$ cat config.mk
export PLATFORM = sky130hd
export DESIGN_NAME = ordered_list_engine_unit
export DESIGN_NICKNAME = d
export VERILOG_FILES = /design/src/ole_pkg.sv /design/src/ordered_list_engine_unit.sv /design/src/ole_ctrl.sv /design/src/ole_datapath.sv
export SDC_FILE = /design/constraint.sdc
export NUM_CORES = 2
export LEC_CHECK = 0
export ABC_CLOCK_PERIOD_IN_PS = 5790
export BUFFER_PORTS_ARGS = -buffer_cell sky130_fd_sc_hd__buf_2
export CORE_UTILIZATION = 41
export DETAILED_ROUTE_END_ITERATION = 10
export PLACE_DENSITY = 0.65
export SLEW_MARGIN = 15
export SYNTH_ARGS = -nofsm -noshare
export SYNTH_HDL_FRONTEND = slang
export SYNTH_SLANG_ARGS = --single-unit
$ cat constraint.sdc
create_clock -name clk -period 5.79 [get_ports clk]
set_clock_uncertainty 0.1 [all_clocks]
set_input_delay 0.579 -clock clk [delete_from_list [all_inputs] [get_ports clk]]
set_output_delay 0.579 -clock clk [all_outputs]
set_load 0.05 [all_outputs]
$ cat src/ole_pkg.sv
package ole_pkg;

    // field widths of one input item and one result item
    localparam int ACTION_W   = 3;
    localparam int POS_W      = 7;
    localparam int VALUE_W    = 32;
    localparam int STATUS_W   = 3;
    localparam int COUNT_W    = 7;
    localparam int MIDX_W     = 6;
    localparam int RVAL_W     = 32;

    // stream word layouts, lowest field first, padded to whole bytes
    localparam int IN_TDATA_W  = 48;
    localparam int OUT_TDATA_W = 56;
    localparam int IN_USED_W   = ACTION_W + POS_W + VALUE_W;
    localparam int OUT_USED_W  = STATUS_W + COUNT_W + 1 + MIDX_W + RVAL_W;

    typedef enum logic [ACTION_W-1:0] {
        ACT_PUSH_BACK  = 3'd0,
        ACT_POP_BACK   = 3'd1,
        ACT_PUSH_FRONT = 3'd2,
        ACT_POP_FRONT  = 3'd3,
        ACT_INSERT     = 3'd4,
        ACT_ERASE      = 3'd5,
        ACT_FIND       = 3'd6,
        ACT_READ       = 3'd7
    } act_t;

    typedef enum logic [STATUS_W-1:0] {
        STAT_OK        = 3'd0,
        STAT_EMPTY     = 3'd1,
        STAT_FULL      = 3'd2,
        STAT_NOT_FOUND = 3'd3,
        STAT_BAD_POS   = 3'd4
    } status_t;

    typedef enum logic [3:0] {
        S_IDLE,
        S_DECODE,
        S_UP_RD,
        S_UP_WR,
        S_INS_WR,
        S_DN_RD,
        S_DN_WR,
        S_FIND_RD,
        S_FIND_CMP,
        S_READ_RD,
        S_READ_CAP,
        S_RESPOND
    } state_t;

    typedef enum logic [2:0] {
        IDX_HOLD,
        IDX_COUNT,
        IDX_POS,
        IDX_ZERO,
        IDX_INC,
        IDX_DEC
    } idx_op_t;

    typedef enum logic [1:0] {
        RD_IDX,
        RD_IDX_M1,
        RD_IDX_P1
    } rd_sel_t;

    typedef enum logic [1:0] {
        WR_NONE,
        WR_VAL_AT_COUNT,
        WR_VAL_AT_IDX,
        WR_DATA_AT_IDX
    } wr_op_t;

    typedef enum logic [1:0] {
        CNT_HOLD,
        CNT_INC,
        CNT_DEC
    } cnt_op_t;

    // commands from the sequencer to the datapath
    typedef struct packed {
        logic    load_op;
        idx_op_t idx_op;
        rd_sel_t rd_sel;
        wr_op_t  wr_op;
        cnt_op_t cnt_op;
        logic    res_set;
        status_t res_code;
        logic    find_hit;
        logic    read_cap;
        logic    out_load;
    } cmd_t;

    // conditions from the datapath back to the sequencer
    typedef struct packed {
        act_t action;
        logic empty;
        logic full;
        logic pos_gt_count;
        logic pos_ge_count;
        logic up_more;
        logic dn_first;
        logic dn_more;
        logic find_last;
        logic match;
        logic out_free;
    } stat_t;

endpackage

$ cat src/ordered_list_engine_unit.sv
// Ordered list engine: a fixed list of up to CAPACITY signed words held in one
// single-port-write, single-port-read memory, serving one operation per input
// transfer (push/pop at either end, insert, erase, find, read) and returning
// one result transfer with status, element count, found flag, match index and
// read value. Items are handled one at a time by a sequencer that owns the
// memory port: push back, pop back and every rejected operation go from decode
// to the result; insert and push front move entries up by a read and write,
// erase and pop front move entries down, find compares entries in turn and
// read reads then captures. The finished result sits in an output register,
// so the next item is taken while it waits. No clearing pass runs after reset.
module ordered_list_engine_unit
    import ole_pkg::*;
#(
    parameter int CAPACITY   = 64,
    parameter int DATA_WIDTH = 32
)
(
    input  logic                   clk,
    input  logic                   rst_n,
    input  logic                   s_tvalid,
    output logic                   s_tready,
    // action[2:0], position[9:3], value[41:10], zero pad above
    input  logic [IN_TDATA_W-1:0]  s_tdata,
    output logic                   m_tvalid,
    input  logic                   m_tready,
    // status[2:0], element_count[9:3], found[10], match_index[16:11],
    // read_value[48:17], zero pad above
    output logic [OUT_TDATA_W-1:0] m_tdata
);

    cmd_t  cmd;
    stat_t stat;

    // sequencer
    ole_ctrl u_ctrl (
        .clk      (clk),
        .rst_n    (rst_n),
        .s_tvalid (s_tvalid),
        .s_tready (s_tready),
        .stat     (stat),
        .cmd      (cmd)
    );

    // store, index walk and result registers
    ole_datapath #(
        .CAPACITY   (CAPACITY),
        .DATA_WIDTH (DATA_WIDTH)
    ) u_datapath (
        .clk      (clk),
        .rst_n    (rst_n),
        .s_tdata  (s_tdata),
        .m_tvalid (m_tvalid),
        .m_tready (m_tready),
        .m_tdata  (m_tdata),
        .cmd      (cmd),
        .stat     (stat)
    );

endmodule

$ cat src/ole_ctrl.sv
module ole_ctrl
    import ole_pkg::*;
(
    input  logic  clk,
    input  logic  rst_n,
    input  logic  s_tvalid,
    output logic  s_tready,
    input  stat_t stat,
    output cmd_t  cmd
);

    state_t state_reg;
    state_t state_next;

    // state register
    always_ff @(posedge clk or negedge rst_n)
    begin
        if (!rst_n)
        begin
            state_reg <= S_IDLE;
        end
        else
        begin
            state_reg <= state_next;
        end
    end

    // next state
    always_comb
    begin
        state_next = state_reg;
        unique case (state_reg)
            S_IDLE:
            begin
                if (s_tvalid)
                begin
                    state_next = S_DECODE;
                end
            end
            S_DECODE:
            begin
                unique case (stat.action)
                    ACT_PUSH_BACK, ACT_POP_BACK:
                    begin
                        state_next = S_RESPOND;
                    end
                    ACT_PUSH_FRONT, ACT_INSERT:
                    begin
                        if (stat.pos_gt_count || stat.full)
                        begin
                            state_next = S_RESPOND;
                        end
                        else if (!stat.pos_ge_count)
                        begin
                            state_next = S_UP_RD;
                        end
                        else
                        begin
                            state_next = S_INS_WR;
                        end
                    end
                    ACT_POP_FRONT, ACT_ERASE:
                    begin
                        if (!stat.empty && !stat.pos_ge_count && stat.dn_first)
                        begin
                            state_next = S_DN_RD;
                        end
                        else
                        begin
                            state_next = S_RESPOND;
                        end
                    end
                    ACT_FIND:
                    begin
                        state_next = stat.empty ? S_RESPOND : S_FIND_RD;
                    end
                    ACT_READ:
                    begin
                        state_next = stat.pos_ge_count ? S_RESPOND : S_READ_RD;
                    end
                endcase
            end
            S_UP_RD:
            begin
                state_next = S_UP_WR;
            end
            S_UP_WR:
            begin
                state_next = stat.up_more ? S_UP_RD : S_INS_WR;
            end
            S_INS_WR:
            begin
                state_next = S_RESPOND;
            end
            S_DN_RD:
            begin
                state_next = S_DN_WR;
            end
            S_DN_WR:
            begin
                state_next = stat.dn_more ? S_DN_RD : S_RESPOND;
            end
            S_FIND_RD:
            begin
                state_next = S_FIND_CMP;
            end
            S_FIND_CMP:
            begin
                if (stat.match || stat.find_last)
                begin
                    state_next = S_RESPOND;
                end
                else
                begin
                    state_next = S_FIND_RD;
                end
            end
            S_READ_RD:
            begin
                state_next = S_READ_CAP;
            end
            S_READ_CAP:
            begin
                state_next = S_RESPOND;
            end
            S_RESPOND:
            begin
                if (stat.out_free)
                begin
                    state_next = S_IDLE;
                end
            end
            default:
            begin
                state_next = S_IDLE;
            end
        endcase
    end

    // command outputs
    always_comb
    begin
        s_tready     = 1'b0;
        cmd          = '0;
        cmd.idx_op   = IDX_HOLD;
        cmd.rd_sel   = RD_IDX;
        cmd.wr_op    = WR_NONE;
        cmd.cnt_op   = CNT_HOLD;
        cmd.res_code = STAT_OK;
        unique case (state_reg)
            S_IDLE:
            begin
                s_tready    = 1'b1;
                cmd.load_op = s_tvalid;
            end
            S_DECODE:
            begin
                unique case (stat.action)
                    ACT_PUSH_BACK:
                    begin
                        if (stat.full)
                        begin
                            cmd.res_set  = 1'b1;
                            cmd.res_code = STAT_FULL;
                        end
                        else
                        begin
                            cmd.wr_op  = WR_VAL_AT_COUNT;
                            cmd.cnt_op = CNT_INC;
                        end
                    end
                    ACT_POP_BACK:
                    begin
                        if (stat.empty)
                        begin
                            cmd.res_set  = 1'b1;
                            cmd.res_code = STAT_EMPTY;
                        end
                        else
                        begin
                            cmd.cnt_op = CNT_DEC;
                        end
                    end
                    ACT_PUSH_FRONT, ACT_INSERT:
                    begin
                        // position is checked before fullness
                        if (stat.pos_gt_count)
                        begin
                            cmd.res_set  = 1'b1;
                            cmd.res_code = STAT_BAD_POS;
                        end
                        else if (stat.full)
                        begin
                            cmd.res_set  = 1'b1;
                            cmd.res_code = STAT_FULL;
                        end
                        else
                        begin
                            cmd.idx_op = IDX_COUNT;
                        end
                    end
                    ACT_POP_FRONT, ACT_ERASE:
                    begin
                        // emptiness is checked before position
                        if (stat.empty)
                        begin
                            cmd.res_set  = 1'b1;
                            cmd.res_code = STAT_EMPTY;
                        end
                        else if (stat.pos_ge_count)
                        begin
                            cmd.res_set  = 1'b1;
                            cmd.res_code = STAT_BAD_POS;
                        end
                        else
                        begin
                            cmd.idx_op = IDX_POS;
                            if (!stat.dn_first)
                            begin
                                cmd.cnt_op = CNT_DEC;
                            end
                        end
                    end
                    ACT_FIND:
                    begin
                        cmd.res_set  = 1'b1;
                        cmd.res_code = STAT_NOT_FOUND;
                        cmd.idx_op   = IDX_ZERO;
                    end
                    ACT_READ:
                    begin
                        if (stat.pos_ge_count)
                        begin
                            cmd.res_set  = 1'b1;
                            cmd.res_code = STAT_BAD_POS;
                        end
                        else
                        begin
                            cmd.idx_op = IDX_POS;
                        end
                    end
                endcase
            end
            S_UP_RD:
            begin
                cmd.rd_sel = RD_IDX_M1;
            end
            S_UP_WR:
            begin
                cmd.wr_op  = WR_DATA_AT_IDX;
                cmd.idx_op = IDX_DEC;
            end
            S_INS_WR:
            begin
                cmd.wr_op  = WR_VAL_AT_IDX;
                cmd.cnt_op = CNT_INC;
            end
            S_DN_RD:
            begin
                cmd.rd_sel = RD_IDX_P1;
            end
            S_DN_WR:
            begin
                cmd.wr_op  = WR_DATA_AT_IDX;
                cmd.idx_op = IDX_INC;
                if (!stat.dn_more)
                begin
                    cmd.cnt_op = CNT_DEC;
                end
            end
            S_FIND_RD:
            begin
                cmd.rd_sel = RD_IDX;
            end
            S_FIND_CMP:
            begin
                if (stat.match)
                begin
                    cmd.find_hit = 1'b1;
                end
                else if (!stat.find_last)
                begin
                    cmd.idx_op = IDX_INC;
                end
            end
            S_READ_RD:
            begin
                cmd.rd_sel = RD_IDX;
            end
            S_READ_CAP:
            begin
                cmd.read_cap = 1'b1;
            end
            S_RESPOND:
            begin
                cmd.out_load = stat.out_free;
            end
            default:
            begin
                s_tready = 1'b0;
            end
        endcase
    end

endmodule

$ cat src/ole_datapath.sv
module ole_datapath
    import ole_pkg::*;
#(
    parameter int CAPACITY   = 64,
    parameter int DATA_WIDTH = 32
)
(
    input  logic                   clk,
    input  logic                   rst_n,
    input  logic [IN_TDATA_W-1:0]  s_tdata,
    output logic                   m_tvalid,
    input  logic                   m_tready,
    output logic [OUT_TDATA_W-1:0] m_tdata,
    input  cmd_t                   cmd,
    output stat_t                  stat
);

    localparam int IW = $clog2(CAPACITY);
    localparam int CW = $clog2(CAPACITY + 1);
    localparam int PW = ((CW > POS_W) ? CW : POS_W) + 2;
    localparam int XW = (DATA_WIDTH > VALUE_W) ? DATA_WIDTH : VALUE_W;

    // input fields
    act_t               in_action;
    logic [POS_W-1:0]   in_pos;
    logic [VALUE_W-1:0] in_value;
    logic [XW-1:0]      in_value_x;

    // latched operation
    act_t                  act_reg;
    logic [POS_W-1:0]      pos_reg;
    logic [DATA_WIDTH-1:0] val_reg;

    // list state and walk index
    logic [CW-1:0] count_reg;
    logic [CW-1:0] count_next;
    logic [CW-1:0] idx_reg;
    logic [CW-1:0] idx_next;
    logic [CW-1:0] idx_m1;
    logic [CW-1:0] idx_p1;

    // element store
    logic [DATA_WIDTH-1:0] mem [CAPACITY];
    logic [DATA_WIDTH-1:0] rd_data_reg;
    logic [IW-1:0]         rd_addr;
    logic [IW-1:0]         wr_addr;
    logic [DATA_WIDTH-1:0] wr_data;
    logic                  wr_en;

    // pending result
    status_t           res_status_reg;
    logic              res_found_reg;
    logic [MIDX_W-1:0] res_midx_reg;
    logic [RVAL_W-1:0] res_rval_reg;

    // output register
    logic                   out_valid_reg;
    logic                   out_valid_next;
    logic [OUT_TDATA_W-1:0] out_tdata_reg;

    // widened operands for compares
    logic [PW-1:0] pos_x;
    logic [PW-1:0] cnt_x;
    logic [PW-1:0] idx_x;

    assign in_action  = act_t'(s_tdata[ACTION_W-1:0]);
    assign in_pos     = s_tdata[ACTION_W +: POS_W];
    assign in_value   = s_tdata[ACTION_W + POS_W +: VALUE_W];
    assign in_value_x = XW'(in_value);

    // operation latch, front actions work at position zero
    always_ff @(posedge clk)
    begin
        if (cmd.load_op)
        begin
            act_reg <= in_action;
            val_reg <= in_value_x[DATA_WIDTH-1:0];
            if ((in_action == ACT_PUSH_FRONT) || (in_action == ACT_POP_FRONT))
            begin
                pos_reg <= '0;
            end
            else
            begin
                pos_reg <= in_pos;
            end
        end
    end

    // status flags for the sequencer
    assign pos_x = PW'(pos_reg);
    assign cnt_x = PW'(count_reg);
    assign idx_x = PW'(idx_reg);

    always_comb
    begin
        stat.action       = act_reg;
        stat.empty        = (count_reg == '0);
        stat.full         = (count_reg == CW'(CAPACITY));
        stat.pos_gt_count = (pos_x > cnt_x);
        stat.pos_ge_count = (pos_x >= cnt_x);
        stat.up_more      = (idx_x > (pos_x + PW'(1)));
        stat.dn_first     = ((pos_x + PW'(1)) < cnt_x);
        stat.dn_more      = ((idx_x + PW'(2)) < cnt_x);
        stat.find_last    = ((idx_x + PW'(1)) >= cnt_x);
        stat.match        = (rd_data_reg == val_reg);
        stat.out_free     = !out_valid_reg || m_tready;
    end

    // count register
    always_comb
    begin
        unique case (cmd.cnt_op)
            CNT_INC: count_next = count_reg + CW'(1);
            CNT_DEC: count_next = count_reg - CW'(1);
            default: count_next = count_reg;
        endcase
    end

    always_ff @(posedge clk or negedge rst_n)
    begin
        if (!rst_n)
        begin
            count_reg <= '0;
        end
        else
        begin
            count_reg <= count_next;
        end
    end

    // walk index
    assign idx_m1 = idx_reg - CW'(1);
    assign idx_p1 = idx_reg + CW'(1);

    always_comb
    begin
        unique case (cmd.idx_op)
            IDX_COUNT: idx_next = count_reg;
            IDX_POS:   idx_next = CW'(pos_reg);
            IDX_ZERO:  idx_next = '0;
            IDX_INC:   idx_next = idx_p1;
            IDX_DEC:   idx_next = idx_m1;
            default:   idx_next = idx_reg;
        endcase
    end

    always_ff @(posedge clk)
    begin
        idx_reg <= idx_next;
    end

    // memory port addressing
    always_comb
    begin
        unique case (cmd.rd_sel)
            RD_IDX_M1: rd_addr = idx_m1[IW-1:0];
            RD_IDX_P1: rd_addr = idx_p1[IW-1:0];
            default:   rd_addr = idx_reg[IW-1:0];
        endcase
    end

    always_comb
    begin
        wr_en   = 1'b1;
        wr_addr = idx_reg[IW-1:0];
        wr_data = val_reg;
        unique case (cmd.wr_op)
            WR_VAL_AT_COUNT: wr_addr = count_reg[IW-1:0];
            WR_VAL_AT_IDX:   wr_data = val_reg;
            WR_DATA_AT_IDX:  wr_data = rd_data_reg;
            default:         wr_en   = 1'b0;
        endcase
    end

    // element store, one write and one registered read per cycle
    always_ff @(posedge clk)
    begin
        if (wr_en)
        begin
            mem[wr_addr] <= wr_data;
        end
        rd_data_reg <= mem[rd_addr];
    end

    // pending result
    always_ff @(posedge clk)
    begin
        if (cmd.load_op)
        begin
            res_status_reg <= STAT_OK;
            res_found_reg  <= 1'b0;
            res_midx_reg   <= '0;
            res_rval_reg   <= '0;
        end
        else
        begin
            if (cmd.res_set)
            begin
                res_status_reg <= cmd.res_code;
            end
            if (cmd.find_hit)
            begin
                res_status_reg <= STAT_OK;
                res_found_reg  <= 1'b1;
                res_midx_reg   <= MIDX_W'(idx_reg);
            end
            if (cmd.read_cap)
            begin
                res_rval_reg <= RVAL_W'(signed'(rd_data_reg));
            end
        end
    end

    // output register, freed by a transfer on the result side
    always_comb
    begin
        if (cmd.out_load)
        begin
            out_valid_next = 1'b1;
        end
        else if (m_tready)
        begin
            out_valid_next = 1'b0;
        end
        else
        begin
            out_valid_next = out_valid_reg;
        end
    end

    always_ff @(posedge clk or negedge rst_n)
    begin
        if (!rst_n)
        begin
            out_valid_reg <= 1'b0;
        end
        else
        begin
            out_valid_reg <= out_valid_next;
        end
    end

    always_ff @(posedge clk)
    begin
        if (cmd.out_load)
        begin
            out_tdata_reg <= {
                (OUT_TDATA_W - OUT_USED_W)'(0),
                res_rval_reg,
                res_midx_reg,
                res_found_reg,
                COUNT_W'(count_reg),
                res_status_reg
            };
        end
    end

    assign m_tvalid = out_valid_reg;
    assign m_tdata  = out_tdata_reg;

endmodule

==> results.yml <==
status:
  status: "finished clean"
place:
  gp_congestion: 0.915
  io_buffer_count: 96
  dpl.hpwl_mm: 140
  place_inst: 9244
critical_path:
  crit_start: "u_ctrl.state_reg[0]"
  critical_path_class: "reg2reg"
  r2r_end: "u_datapath.rd_data_reg[15]"
  crit_arrival_ns: 5.99
  crit_fanout: 109
  critPathSlowestCell: "a221oi_4"
  startpoint_type: "flop"
  cp-end-kind: "flop"
  crit_cells: 13
  crit_chain: "inv_2, nor2_2, nand2_1, ha_1, or3b_2, mux2i_1, a221oi_4, buf_12, a211oi_1, a31oi_1, o22ai_1, a311oi_1, and4_1"
  r2r_slack_ns: 0.49
  cp_top_family: "compound AO/OA/AOI/OAI gates"
  worst_ep_required_time_ns: 6.49
  critPathMaxStageDelay_ns: 0.81
  crit_buf_inv: 2
  rr_worst_depth: 13
  reg2reg_from: "u_ctrl.state_reg[0]"
  crit_end: "u_datapath.rd_data_reg[15]"
yosys:
  yosys_warnings: 0
  synthDistinctLibCells: 79
  synthTopCellsByArea: "edfxtp_1 72%, nand2_1 6.6%, nand3_1 3.8%, mux4_2 2.3%, dfxtp_1 1.7%"
  synth_area_per_cell_sq_um: 13.8
  syn-cell-area_sq_mm: 0.0892
  syn_inst: 6457
  synth_flop_cell: "edfxtp_1"
  synth_seq_cells: 2232
  yosys.area.top_type: "edfxtp_1"
  async_reset_ff_share_pct: 0.538
  synth_edf_count: 2146
  synth_top_area_share_pct: 72.2
  seq_area_frac_synth_pct: 74.2
run:
  cap_violations: 0
cells_and_area:
  layout_common_cells: "2146 x edfxtp_1, 1569 x nand2_1, 675 x nand3_1"
  regMostFlops: "u_datapath.mem"
  finalNetCount: 6771
  final_cells: 9694
  largest_register_ffs: 2048
  final_util_pct: 47.5
  areaGrowthSynthToFinish_pct: 14.8
  final_common_cell: "edfxtp_1"
  final_layout_size_suffix_gt1_share_pct: 13.3
clock_tree:
  cts.sinks: 2232
  clk_path_buf_depth: 3
  ctsResizeCount: 0
  cts_setup_buffers: 0
  cts_tree: "yes"
  numCtsBuffers: 217
  path_clk_slew_ns: 0.06
  cts_root_buffer: "clkbuf_16"
  htree_levels: 4
  clock_latency_ns: 0.87
  cts_hold_buf: 44
global_route:
  overflow: 0
  grt_max_degree: 117
  grt_use_total_pct: 22.7
  first_global_vias: 53690
  antenna_found_initial: 18
  grt_pass1_wl_mm: 366
routing:
  first_iter_violations: 8146
  vias_per_cell: 5.85
  vias: 56674
  post-route-drc-count: 0
  firstDrtPassIters: 6
  drtAntennaViolNets: 0
  wl_per_cell_microns: 26.1
  totalWireLength_mm: 253
timing:
  fin_crit_ns: 5.30
  max_slew_margin_pct: 16.1
  worst-slew-pin-transition_ns: 1.26
  fin_crit_sh_pct: 91.5
  rsz0062_at_grt: "no"
  setup_violations: 0
  setup_tns_ns: 0
  clock.fmax_ghz: 0.189
  hold_viol: 0
  drv_slew: 0
power_and_ir_drop:
  fin_total_pwr_uw: 58500
  power_density_mw_per_mm2: 571
  ir_worst_vdd_mv: 0.518
  power.leakage_uw: 0.0345
floorplanning:
  pin_count: 110
  num_rows: 170
  die_y_microns: 468
  coreArea_sq_mm: 0.215
  dieArea_sq_mm: 0.219
  dieWidth_microns: 468
  initial_core_util_pct: 41.4
worst_hold_path:
  hold_class: "in2async"
## cells in the mapped netlist, types with 7 or more instances
master    count
nor2b_1       9
xor2_1       41
buf_2        90
buf_4        12
xnor2_1      19
mux4_2       93
dfrtp_1      12
nand4_1      45
dfxtp_1      74
inv_1        33
or2_2         7
o21ai_0      27
mux2_2       34
nor2_1      113
buf_1        56
or3_1         9
a31oi_1     160
mux2i_1      39
edfxtp_1   2146
a21oi_1     211
o21a_1       42
a311oi_1     34
o22ai_1      29
and3_1      157
nand2_1    1570
ha_1         49
nor4_1       41
and4_1       34
clkbuf_1    277
a41oi_1       7
nand3_1     676
nand2b_1     23
a22oi_1      30
a21o_1        7
and2_1       13
nor3_1       11
o211ai_1     30
a211oi_1    122
## cell type report
type | instances | area [sq um]
antenna | 1 | 2.50
clock buffer | 297 | 5970
clock inverter | 108 | 1100
fill | 18188 | 113000
inverter | 34 | 128
multi-input combinational | 3761 | 21700
sequential | 2232 | 66200
tap | 2838 | 3550
timing repair buffer | 423 | 3730
## through the flow
step           hold WS, ns  setup WS (ns)  area [sq um]
2_1_floorplan        0.183          0.571         89200
3_3_place_gp         0.316          0.697         94900
3_5_place_dp         0.317          0.639         94900
4_1_cts            0.00278          0.618        102000
5_1_grt             0.0629          0.283        102000
6_report            0.0594          0.492        102000
## logic make-up after synthesis
logic type	after synthesis	share of synthesized area [%]
AO/OA/AOI/OAI	751	5.51
XOR/XNOR	60	0.589
adder cells (fa/ha/maj)	52	0.732
buffers and inverters	470	2.16
flip-flops	2232	74.2
multiplexers	166	3.21
other	1	0.00420
AND/OR/NAND/NOR	2725	13.6
## worst reg2reg max path, cell delays in order, from the launching register on
cell	delay (ns)
dfrtp_1	0.64
inv_2	0.17
nor2_2	0.20
nand2_1	0.15
ha_1	0.70
or3b_2	0.22
mux2i_1	0.13
a221oi_4	0.82
buf_12	0.48
a211oi_1	0.25
a31oi_1	0.27
o22ai_1	0.18
a311oi_1	0.68
and4_1	0.27
## worst min path at each step
stage	start	to	slack [ns]	depth (start not counted)
2_1_floorplan	rst_n	u_ctrl.state_reg[0]	0.18	0
3_3_place_gp	u_datapath.res_rval_reg[27]	u_datapath.m_tdata[44]	0.32	0
3_5_place_dp	u_datapath.res_rval_reg[22]	u_datapath.m_tdata[39]	0.32	0
4_1_cts	s_tvalid	u_ctrl.state_reg[0]	0.003	5
5_1_grt	rst_n	u_datapath.count_reg[0]	0.06	2
6_report	rst_n	u_datapath.count_reg[6]	0.06	2
## power by group
| part | switching (uW) | internal (uW) | total, uW |
|---|---|---|---|
| Sequential | 637 | 20600 | 21300 |
| Clock | 6080 | 8020 | 14100 |
| Combinational | 16100 | 7020 | 23100 |
| Total | 22800 | 35700 | 58500 |
## per-layer routing
| layer | part of all wire [%] | vias to the layer above | track usage [%] |
|---|---|---|---|
| met5 | 0.041 | - | 0 |
| met4 | 3.5 | 14 | 8.07 |
| met3 | 11 | 496 | 4.56 |
| met2 | 46 | 3161 | 35.2 |
| met1 | 40 | 28402 | 31.8 |
| li1 | - | 24601 | - |
(Power assumes the default switching activity.)
